[config.mk]
export PLATFORM = sky130hd
export DESIGN_NAME = integer_to_ascii_formatter_top_flat
export DESIGN_NICKNAME = d
export VERILOG_FILES = /design/src/rtl/ita_pkg.sv /design/src/rtl/ita_in_if.sv /design/src/rtl/ita_out_if.sv /design/src/rtl/ita_front.sv /design/src/rtl/ita_queue.sv /design/src/rtl/ita_back.sv /design/src/rtl/integer_to_ascii_formatter_top.sv /design/src/flat_wrapper.sv
export VERILOG_INCLUDE_DIRS = /design/src /design/src/rtl
export SDC_FILE = /design/constraint.sdc
export NUM_CORES = 1
export LEC_CHECK = 0
export BUFFER_PORTS_ARGS = -buffer_cell sky130_fd_sc_hd__buf_2
export CORE_MARGIN = 2
export CORE_UTILIZATION = 40
export CTS_CLUSTER_SIZE = 30
export DETAILED_ROUTE_END_ITERATION = 7
export GPL_TIMING_DRIVEN = 0
export PLACE_DENSITY = 0.59
export SETUP_SLACK_MARGIN = 0.2
export SYNTH_ARGS = -nofsm -noshare
export SYNTH_HDL_FRONTEND = slang
export SYNTH_SLANG_ARGS = --single-unit
export TNS_END_PERCENT = 10
[constraint.sdc]
create_clock -name i_clk -period 8.5 [get_ports i_clk]
set_clock_uncertainty 0.2 [all_clocks]
set_input_delay 1.275 -clock i_clk [delete_from_list [all_inputs] [get_ports i_clk]]
set_output_delay 1.275 -clock i_clk [all_outputs]
set_load 0.01 [all_outputs]
[src/rtl/assert_macros.svh]
// Assertion helpers shared by the RTL.
`ifndef ASSERT_MACROS_SVH
`define ASSERT_MACROS_SVH

// Check a condition at every rising clock edge outside reset.
`define ASSERT_ALWAYS(lbl, cond, msg) \
    lbl: assert property (@(posedge i_clk) disable iff (!i_rst_n) (cond)) \
        else $error(msg);

// Check that a condition is followed by another in the next cycle.
`define ASSERT_NEXT(lbl, ante, cons, msg) \
    lbl: assert property (@(posedge i_clk) disable iff (!i_rst_n) \
        (ante) |=> (cons)) else $error(msg);

`endif

[src/rtl/ita_pkg.sv]
`timescale 1ns / 1ps
package ita_pkg;

    typedef enum logic [1:0] {
        OP_UDEC = 2'd0,
        OP_SDEC = 2'd1,
        OP_HEX  = 2'd2,
        OP_BYTE = 2'd3
    } t_op;

    localparam logic [7:0] CH_ZERO  = 8'h30;
    localparam logic [7:0] CH_MINUS = 8'h2D;
    localparam logic [7:0] CH_A     = 8'h41;

    // One formatting job, as classified by the front part.
    typedef struct packed {
        logic        sign;  // emit '-' first
        logic        hex;   // hex digits, otherwise decimal
        logic [2:0]  pos;   // index of the leading digit
        logic [15:0] mag;   // magnitude to print
    } t_job;

    typedef struct packed {
        logic valid;
        t_job job;
    } t_push;

    typedef struct packed {
        logic valid;
        t_job job;
    } t_head;

    function automatic logic [7:0] hex_char(input logic [3:0] nib);
        logic [7:0] c;
        if (nib < 4'd10) begin
            c = CH_ZERO + {4'd0, nib};
        end else begin
            c = CH_A + {4'd0, nib - 4'd10};
        end
        return c;
    endfunction

    function automatic logic [16:0] dec_pow(input logic [2:0] pos);
        logic [16:0] p;
        case (pos)
            3'd0: p = 17'd1;
            3'd1: p = 17'd10;
            3'd2: p = 17'd100;
            3'd3: p = 17'd1000;
            3'd4: p = 17'd10000;
            default: p = 17'd1;
        endcase
        return p;
    endfunction

endpackage

[src/rtl/ita_in_if.sv]
`timescale 1ns / 1ps
interface ita_in_if;
    logic        valid;
    logic        ready;
    logic [1:0]  op;
    logic [15:0] value;

    modport source (output valid, output op, output value, input ready);
    modport sink   (input valid, input op, input value, output ready);
endinterface

[src/rtl/ita_out_if.sv]
`timescale 1ns / 1ps
interface ita_out_if;
    logic       valid;
    logic       ready;
    logic [7:0] ch;
    logic       last;

    modport source (output valid, output ch, output last, input ready);
    modport sink   (input valid, input ch, input last, output ready);
endinterface

[src/rtl/ita_front.sv]
`timescale 1ns / 1ps
module ita_front (
    ita_in_if.sink         i_in,
    input  logic           i_full,
    output ita_pkg::t_push o_push
);
    import ita_pkg::*;

    t_op         op;
    logic        neg;
    logic [15:0] mag;
    logic [2:0]  pos;
    logic        hex;

    assign i_in.ready = !i_full;

    always_comb begin
        op  = t_op'(i_in.op);
        neg = (op == OP_SDEC) && i_in.value[15];
        mag = neg ? (16'd0 - i_in.value) : i_in.value;
        hex = 1'b0;
        pos = 3'd0;
        case (op)
            OP_UDEC, OP_SDEC: begin
                if (mag >= 16'd10000)     pos = 3'd4;
                else if (mag >= 16'd1000) pos = 3'd3;
                else if (mag >= 16'd100)  pos = 3'd2;
                else if (mag >= 16'd10)   pos = 3'd1;
                else                      pos = 3'd0;
            end
            OP_HEX: begin
                hex = 1'b1;
                if (mag > 16'h0FFF)      pos = 3'd3;
                else if (mag > 16'h00FF) pos = 3'd2;
                else if (mag > 16'h000F) pos = 3'd1;
                else                     pos = 3'd0;
            end
            default: begin
                // byte dump: always two digits of the low byte
                hex = 1'b1;
                mag = {8'd0, i_in.value[7:0]};
                pos = 3'd1;
            end
        endcase
    end

    always_comb begin
        o_push.valid    = i_in.valid;
        o_push.job.sign = neg;
        o_push.job.hex  = hex;
        o_push.job.pos  = pos;
        o_push.job.mag  = mag;
    end

endmodule

[src/rtl/ita_queue.sv]
`timescale 1ns / 1ps
module ita_queue #(
    parameter int P_DEPTH = 2
) (
    input  logic           i_clk,
    input  logic           i_rst_n,
    input  ita_pkg::t_push i_push,
    input  logic           i_pop,
    output logic           o_full,
    output ita_pkg::t_head o_head
);
    import ita_pkg::*;

    localparam int W_PTR = $clog2(P_DEPTH);
    localparam int W_CNT = $clog2(P_DEPTH + 1);

    t_job             r_mem [P_DEPTH];
    logic [W_PTR-1:0] r_wp, n_wp;
    logic [W_PTR-1:0] r_rp, n_rp;
    logic [W_CNT-1:0] r_cnt, n_cnt;
    logic             wr;
    logic             rd;

    assign o_full       = (r_cnt == W_CNT'(P_DEPTH));
    assign wr           = i_push.valid && !o_full;
    assign rd           = i_pop && (r_cnt != '0);
    assign o_head.valid = (r_cnt != '0);
    assign o_head.job   = r_mem[r_rp];

    always_comb begin
        n_wp  = r_wp;
        n_rp  = r_rp;
        n_cnt = r_cnt;
        if (wr) begin
            n_wp = (r_wp == W_PTR'(P_DEPTH - 1)) ? '0 : r_wp + 1'b1;
        end
        if (rd) begin
            n_rp = (r_rp == W_PTR'(P_DEPTH - 1)) ? '0 : r_rp + 1'b1;
        end
        if (wr && !rd) begin
            n_cnt = r_cnt + 1'b1;
        end else if (rd && !wr) begin
            n_cnt = r_cnt - 1'b1;
        end
    end

    always_ff @(posedge i_clk) begin
        if (!i_rst_n) begin
            r_wp  <= '0;
            r_rp  <= '0;
            r_cnt <= '0;
        end else begin
            r_wp  <= n_wp;
            r_rp  <= n_rp;
            r_cnt <= n_cnt;
        end
    end

    always_ff @(posedge i_clk) begin
        if (wr) begin
            r_mem[r_wp] <= i_push.job;
        end
    end

endmodule

[src/rtl/ita_back.sv]
`timescale 1ns / 1ps
module ita_back (
    input  logic           i_clk,
    input  logic           i_rst_n,
    input  ita_pkg::t_head i_head,
    output logic           o_pop,
    ita_out_if.source      o_out
);
    import ita_pkg::*;

    logic        r_job_v, n_job_v;
    logic        r_sign, n_sign;
    logic        r_hex, n_hex;
    logic [2:0]  r_pos, n_pos;
    logic [15:0] r_rem, n_rem;
    logic        r_ov, n_ov;
    logic [7:0]  r_ch, n_ch;
    logic        r_last, n_last;

    logic        adv;
    logic        emit;
    logic        last_c;
    logic        load;
    logic [7:0]  ch_c;
    logic [3:0]  nib;
    logic [3:0]  dig;
    logic [16:0] sub;

    assign adv    = !r_ov || o_out.ready;
    assign emit   = adv && r_job_v;
    assign last_c = !r_sign && (r_pos == 3'd0);
    assign load   = !r_job_v || (emit && last_c);
    assign o_pop  = load && i_head.valid;

    // decimal digit: largest multiple of the current power of ten that fits
    always_comb begin
        logic [16:0] mult;
        dig = 4'd0;
        sub = 17'd0;
        for (int d = 1; d <= 9; d++) begin
            mult = dec_pow(r_pos) * 17'(d);
            if ({1'b0, r_rem} >= mult) begin
                dig = 4'(d);
                sub = mult;
            end
        end
    end

    always_comb begin
        nib = 4'(r_rem >> {r_pos[1:0], 2'b00});
        if (r_sign) begin
            ch_c = CH_MINUS;
        end else if (r_hex) begin
            ch_c = hex_char(nib);
        end else begin
            ch_c = CH_ZERO + {4'd0, dig};
        end
    end

    always_comb begin
        n_job_v = r_job_v;
        n_sign  = r_sign;
        n_hex   = r_hex;
        n_pos   = r_pos;
        n_rem   = r_rem;
        if (load) begin
            n_job_v = i_head.valid;
            n_sign  = i_head.job.sign;
            n_hex   = i_head.job.hex;
            n_pos   = i_head.job.pos;
            n_rem   = i_head.job.mag;
        end else if (emit) begin
            if (r_sign) begin
                n_sign = 1'b0;
            end else begin
                n_pos = r_pos - 3'd1;
                if (!r_hex) begin
                    n_rem = r_rem - sub[15:0];
                end
            end
        end
    end

    always_comb begin
        n_ov   = r_ov;
        n_ch   = r_ch;
        n_last = r_last;
        if (adv) begin
            n_ov   = emit;
            n_ch   = ch_c;
            n_last = last_c;
        end
    end

    always_ff @(posedge i_clk) begin
        if (!i_rst_n) begin
            r_job_v <= 1'b0;
            r_ov    <= 1'b0;
        end else begin
            r_job_v <= n_job_v;
            r_ov    <= n_ov;
        end
    end

    always_ff @(posedge i_clk) begin
        r_sign <= n_sign;
        r_hex  <= n_hex;
        r_pos  <= n_pos;
        r_rem  <= n_rem;
        r_ch   <= n_ch;
        r_last <= n_last;
    end

    assign o_out.valid = r_ov;
    assign o_out.ch    = r_ch;
    assign o_out.last  = r_last;

endmodule

[src/rtl/integer_to_ascii_formatter_top.sv]
`timescale 1ns / 1ps
// Integer to ASCII formatter: each word on i_in carries a 16-bit value and a
// format (unsigned decimal, signed decimal, upper-case hex, two-digit byte
// dump); o_out returns its characters most significant first, one word per
// character, with last set on the final one. An item has 1 to 6 characters;
// while the receiver does not stall, the sustained rate is one character per
// cycle and back-to-back items follow with no gap; that figure is set by the
// output register, which takes one character a cycle. The first character of a
// word passes through the queue write at the accepting edge, then the job load,
// then the output register. Decimal digits come from a compare against the
// nine multiples of the current power of ten, one digit per cycle while the
// output is not stalled.
`include "assert_macros.svh"
module integer_to_ascii_formatter_top #(
    parameter int P_QUEUE_DEPTH = 2  // job queue entries, 2 or more
) (
    input  logic      i_clk,
    input  logic      i_rst_n,
    ita_in_if.sink    i_in,
    ita_out_if.source o_out
);
    import ita_pkg::*;

    t_push push;
    t_head head;
    logic  full;
    logic  pop;

    // Front: classify the word, pick sign, magnitude and leading digit.
    ita_front u_front (
        .i_in   (i_in),
        .i_full (full),
        .o_push (push)
    );

    // Queue: decouple the input side from character generation.
    ita_queue #(
        .P_DEPTH (P_QUEUE_DEPTH)
    ) u_queue (
        .i_clk   (i_clk),
        .i_rst_n (i_rst_n),
        .i_push  (push),
        .i_pop   (pop),
        .o_full  (full),
        .o_head  (head)
    );

    // Back: walk the digits and drive the output register.
    ita_back u_back (
        .i_clk   (i_clk),
        .i_rst_n (i_rst_n),
        .i_head  (head),
        .o_pop   (pop),
        .o_out   (o_out)
    );

    // Pop only a job that is present.
    `ASSERT_ALWAYS(a_pop_has_head, !pop || head.valid, "pop from empty queue")
    // A taken input word must reach the queue.
    `ASSERT_ALWAYS(a_accept_pushes, !(i_in.valid && i_in.ready) || (push.valid && !full),
        "accepted word not written")
    // Hold a stalled output word unchanged until it is taken.
    `ASSERT_NEXT(a_out_hold, o_out.valid && !o_out.ready,
        o_out.valid && $stable(o_out.ch) && $stable(o_out.last),
        "output word changed while stalled")

endmodule

[src/flat_wrapper.sv]
// flat-port wrapper written by rule: the top's interface ports become plain ports
module integer_to_ascii_formatter_top_flat import ita_pkg::*;
#(
    parameter int P_QUEUE_DEPTH = 2                                 
)
  (i_clk, i_rst_n, i_in_valid, i_in_op, i_in_value, i_in_ready, o_out_valid, o_out_ch, o_out_last, o_out_ready);
  ita_in_if i_in_i ();
  ita_out_if o_out_i ();
  input  logic i_clk;
  input  logic i_rst_n;
  input wire logic [$bits(i_in_i.valid)-1:0] i_in_valid;
  input wire logic [$bits(i_in_i.op)-1:0] i_in_op;
  input wire logic [$bits(i_in_i.value)-1:0] i_in_value;
  output wire logic [$bits(i_in_i.ready)-1:0] i_in_ready;
  output wire logic [$bits(o_out_i.valid)-1:0] o_out_valid;
  output wire logic [$bits(o_out_i.ch)-1:0] o_out_ch;
  output wire logic [$bits(o_out_i.last)-1:0] o_out_last;
  input wire logic [$bits(o_out_i.ready)-1:0] o_out_ready;
  assign i_in_i.valid = i_in_valid;
  assign i_in_i.op = i_in_op;
  assign i_in_i.value = i_in_value;
  assign i_in_ready = i_in_i.ready;
  assign o_out_valid = o_out_i.valid;
  assign o_out_ch = o_out_i.ch;
  assign o_out_last = o_out_i.last;
  assign o_out_i.ready = o_out_ready;
  integer_to_ascii_formatter_top #(.P_QUEUE_DEPTH(P_QUEUE_DEPTH)) u_core (.i_clk(i_clk), .i_rst_n(i_rst_n), .i_in(i_in_i), .o_out(o_out_i));
endmodule
==> impl_summary.md <==
STA
Setup repair after global routing left no endpoint under its margin. The worst path in the final design needs a cycle of between 7 and 8 ns, including I/O delays and setup. In this run the tightest slew margin relative to its limit is a little under a quarter.

After layout, the worst path uses between 90 and 100% of the clock period. Timing would allow up to roughly 130 MHz. Setup violations remaining at the end of the flow were counted as 0. The number of endpoints with negative hold slack in the final report came to 0.

After layout, the worst setup slack is around 0.57 ns. The count of pins over their slew limit is 0. On the final layout, the worst hold slack is roughly 0.34 ns.

For the pin with the worst max-slew slack, the measured transition is 1.14 ns.

Worst setup path
The critical path in this run is classified as reg2reg. The arrival time of the worst setup path is a little under 8 ns. STA classifies the critical path endpoint as a register. Counting stages on the worst path, the most repeated cell is sky130_fd_sc_hd__ha_1. The slowest stage of the critical path belongs to the cell sky130_fd_sc_hd__o311ai_0.

The worst setup path is launched from a register. The required time at the worst-slack endpoint is around 8.5 ns. For the worst flop-to-flop path, the logic depth is 33. In this design, the stage delay of the slowest critical-path cell is between 0.6 and 0.7 ns. The largest fanout on the critical path is 10.

Outcome
The run finished with clean final reports.

Yosys
The gate count after technology mapping is 1032. Sorting the synthesized cells by how often they occur yields 160 x sky130_fd_sc_hd__ha_1, 98 x sky130_fd_sc_hd__a21oi_1, 75 x sky130_fd_sc_hd__nand2_1, 75 x sky130_fd_sc_hd__nor2_1. The most common flop cell mapped by yosys is sky130_fd_sc_hd__edfxtp_1. By area the synthesized netlist is led by sky130_fd_sc_hd__edfxtp_1 23%, sky130_fd_sc_hd__ha_1 22%, sky130_fd_sc_hd__a21oi_1 5.4%. The Yosys warning count is 0. The count of state elements after synthesis is slightly below 80. The number of distinct standard cells referenced by the synthesized netlist is 79. The cell with the most instances after synthesis is sky130_fd_sc_hd__ha_1.

The sequential area share after synthesis is 24.9%. Each instance of the synthesized netlist takes up on average 8.85 um^2. The area share of the largest cell type after synthesis is between 20% and 30%.

Of all flip-flops after synthesis, the portion carrying an async set or reset was 0%. The largest total area in the synthesized netlist belongs to sky130_fd_sc_hd__edfxtp_1. In this run, synthesis inferred 71 flip-flops with an integrated enable.

The netlist area before placement is 9130 um^2.

GRT
Entering global routing, the biggest net connects 22 pins. The initial antenna violation count is 0. The via count of the first global-routing pass is between 7k and 8k. The all-layer global routing usage is about a quarter. After global routing the overflow that remains totals 0. The first-pass GRT wire length is around 45000 um.

Final layout
The fraction of final layout cells with drive strength greater than 1 is 17.1%. The layout has approximately 2.2k filler cells. The final cell area excluding filler cells is about 11000 um^2.

The net count of the finished layout is 1305. The growth of design area from synthesis to finish is 16.9%. The total inserted antenna cells is 0.

Clock network
The number of buffers added by the clock tree synthesis step is 9. The H-tree was split into 3 levels. The sink count of the clock tree is 78. The TritonCTS clock tree is done. Clock-pin slew was measured on the worst setup and hold paths at ~0.060 ns.

The number of buffers inserted for hold repair after clock tree synthesis is 0. At the later pin of the worst-skew pair, clock insertion delay measures around 0.33 ns. The longest clock path from root to sink contains 2 buffers.

The root cell of the clock tree is sky130_fd_sc_hd__clkbuf_16.

Min path
The depth of the worst hold-timing path is 1. The worst min-delay path category is reg2reg.

Routing
The first routing iteration left roughly 610 violations. The ratio of routed vias to standard cells is between 5 and 6. The remaining routing DRC violations is 0.

The number of iterations in the first detailed-routing pass is 5. For this block, the via count after detailed routing is between 8k and 9k. The mean routed wirelength per cell is about 21 um.

Summed over all layers, the routed wires come to between 20000 and 30000 um. The number of nets still failing antenna checks after routing is 0.

Die
The die width is 155 um. The number of top-level pins is 33. The floorplan step defined a core boundary enclosing ~23000 um^2. Measured along the y axis, the die boundary spans roughly 160 um. The die covers 24000 um^2.

The initialized floorplan defines 55 standard-cell rows. The initial utilization of the core area, before any placement, comes to 40.6%.

Placed design
Port buffering added 31 buffers. The placed standard-cell area is 9680 um^2. Routability-driven placement finished with a final weighted congestion of between 0.9 and 1. The worst setup timing slack at the placement stage is -2.23 ns.

Detailed placement finished with a half-perimeter wire length of between 20000 and 25000 um.

Run
The max capacitance violation total is 0.
cell type report:
class | instances | area (um^2) | area share, %
multi-input cells | 860 | 6840 | 64.1
plain buffers | 28 | 139 | 1.30
well taps | 285 | 357 | 3.34
flip-flops and latches | 78 | 2270 | 21.3
clock inverters | 7 | 103 | 0.961
repair buffers | 67 | 444 | 4.16
inverters | 70 | 293 | 2.74
clock buffers | 9 | 225 | 2.11
timing repair:
action / in CTS / in global routing
gates cloned: 0 / 0
gates resized for setup: 41 / 62
buffers inserted: 25 / 10
pin swaps: 6 / 16
endpoints found under the setup margin: 16 / 9
endpoints found under the hold margin: 0 / 0
metal layers:
layer | global-route usage [%] | wire (um) | up-vias
met4 | 9.57 | 1050 | 0
met2 | 42.5 | 14300 | 271
met1 | 30.4 | 12400 | 3970
met3 | 3.26 | 1630 | 62
li1 | - | - | 4038
met5 | 0 | 0 | -
worst max-delay path, delay by kind of cell, from the launching register on:
| family | cells | cell delay (ns) |
|---|---|---|
| AND/OR/NAND/NOR | 9 | 1.46 |
| buffers and inverters | 5 | 0.85 |
| AO/OA/AOI/OAI | 12 | 2.74 |
| adder cells (fa/ha/maj) | 5 | 1.61 |
| flip-flops | 1 | 0.47 |
| XOR/XNOR | 2 | 0.43 |
flip-flops by register name, summed over array words and instances (netlist names), named ones only:
register                   cells
u_core.u_queue.r_cnt           2
u_core.u_back.r_sign           1
u_core.u_back.r_rem           16
u_core.u_back.o_out.last       1
u_core.u_queue.r_rp            1
u_core.u_back.o_out.valid      1
u_core.u_back.o_out.ch         7
u_core.u_back.r_pos            3
u_core.u_back.r_hex            1
u_core.u_queue.r_mem          42
u_core.u_queue.r_wp            1
u_core.u_back.r_job_v          1
cells by family (layout without fill, tap and decap cells):
| kind of cell | count (synthesis) | after routing | share of synthesized area [%] |
|---|---|---|---|
| XOR/XNOR | 48 | 48 | 4.76 |
| buffers and inverters | 98 | 181 | 4.11 |
| AND/OR/NAND/NOR | 283 | 283 | 15.2 |
| flip-flops | 78 | 78 | 24.9 |
| multiplexers | 28 | 28 | 3.77 |
| adder cells (fa/ha/maj) | 169 | 169 | 23.9 |
| AO/OA/AOI/OAI | 326 | 326 | 23.3 |
| other | 2 | 6 | 0.0823 |
layout by cell type, fill, tap and decap left out, types with 16 or more instances in the layout:
cell type / instances
sky130_fd_sc_hd__ha_1: 152
sky130_fd_sc_hd__a21oi_1: 85
sky130_fd_sc_hd__nor2_1: 73
sky130_fd_sc_hd__nand2_1: 71
sky130_fd_sc_hd__edfxtp_1: 71
sky130_fd_sc_hd__o21ai_0: 68
sky130_fd_sc_hd__inv_1: 61
sky130_fd_sc_hd__buf_2: 36
sky130_fd_sc_hd__buf_4: 35
sky130_fd_sc_hd__xnor2_1: 27
sky130_fd_sc_hd__a21o_1: 23
sky130_fd_sc_hd__nand3_1: 18
sky130_fd_sc_hd__clkbuf_1: 17
sky130_fd_sc_hd__xor2_1: 16
through the flow:
| stage | utilization (%) | TNS, ns | std cells |
|---|---|---|---|
| 6_report | 47.4 | 0 | 1404 |
| 3_3_place_gp | 42.9 | -17.40 | 1352 |
| 4_1_cts | 46.0 | 0 | 1394 |
| 5_1_grt | 47.4 | 0 | 1404 |
| 3_5_place_dp | 43.0 | -18.33 | 1353 |
| 2_1_floorplan | - | 0 | 1036 |
worst paths after layout:
kind / from / slack (ns) / endpoint
max: u_core.u_back.r_pos[0] / 0.57 / u_core.u_back.r_rem[15]
min: u_core.u_back.r_job_v / 0.34 / u_core.u_back.r_sign
max reg2reg: u_core.u_back.r_pos[0] / 0.57 / u_core.u_back.r_rem[15]
min reg2reg: u_core.u_back.r_job_v / 0.34 / u_core.u_back.r_sign
Power is left out: the tool's default activity adds up to more than one toggle a clock period on the data nets, which glitch-free logic cannot reach.
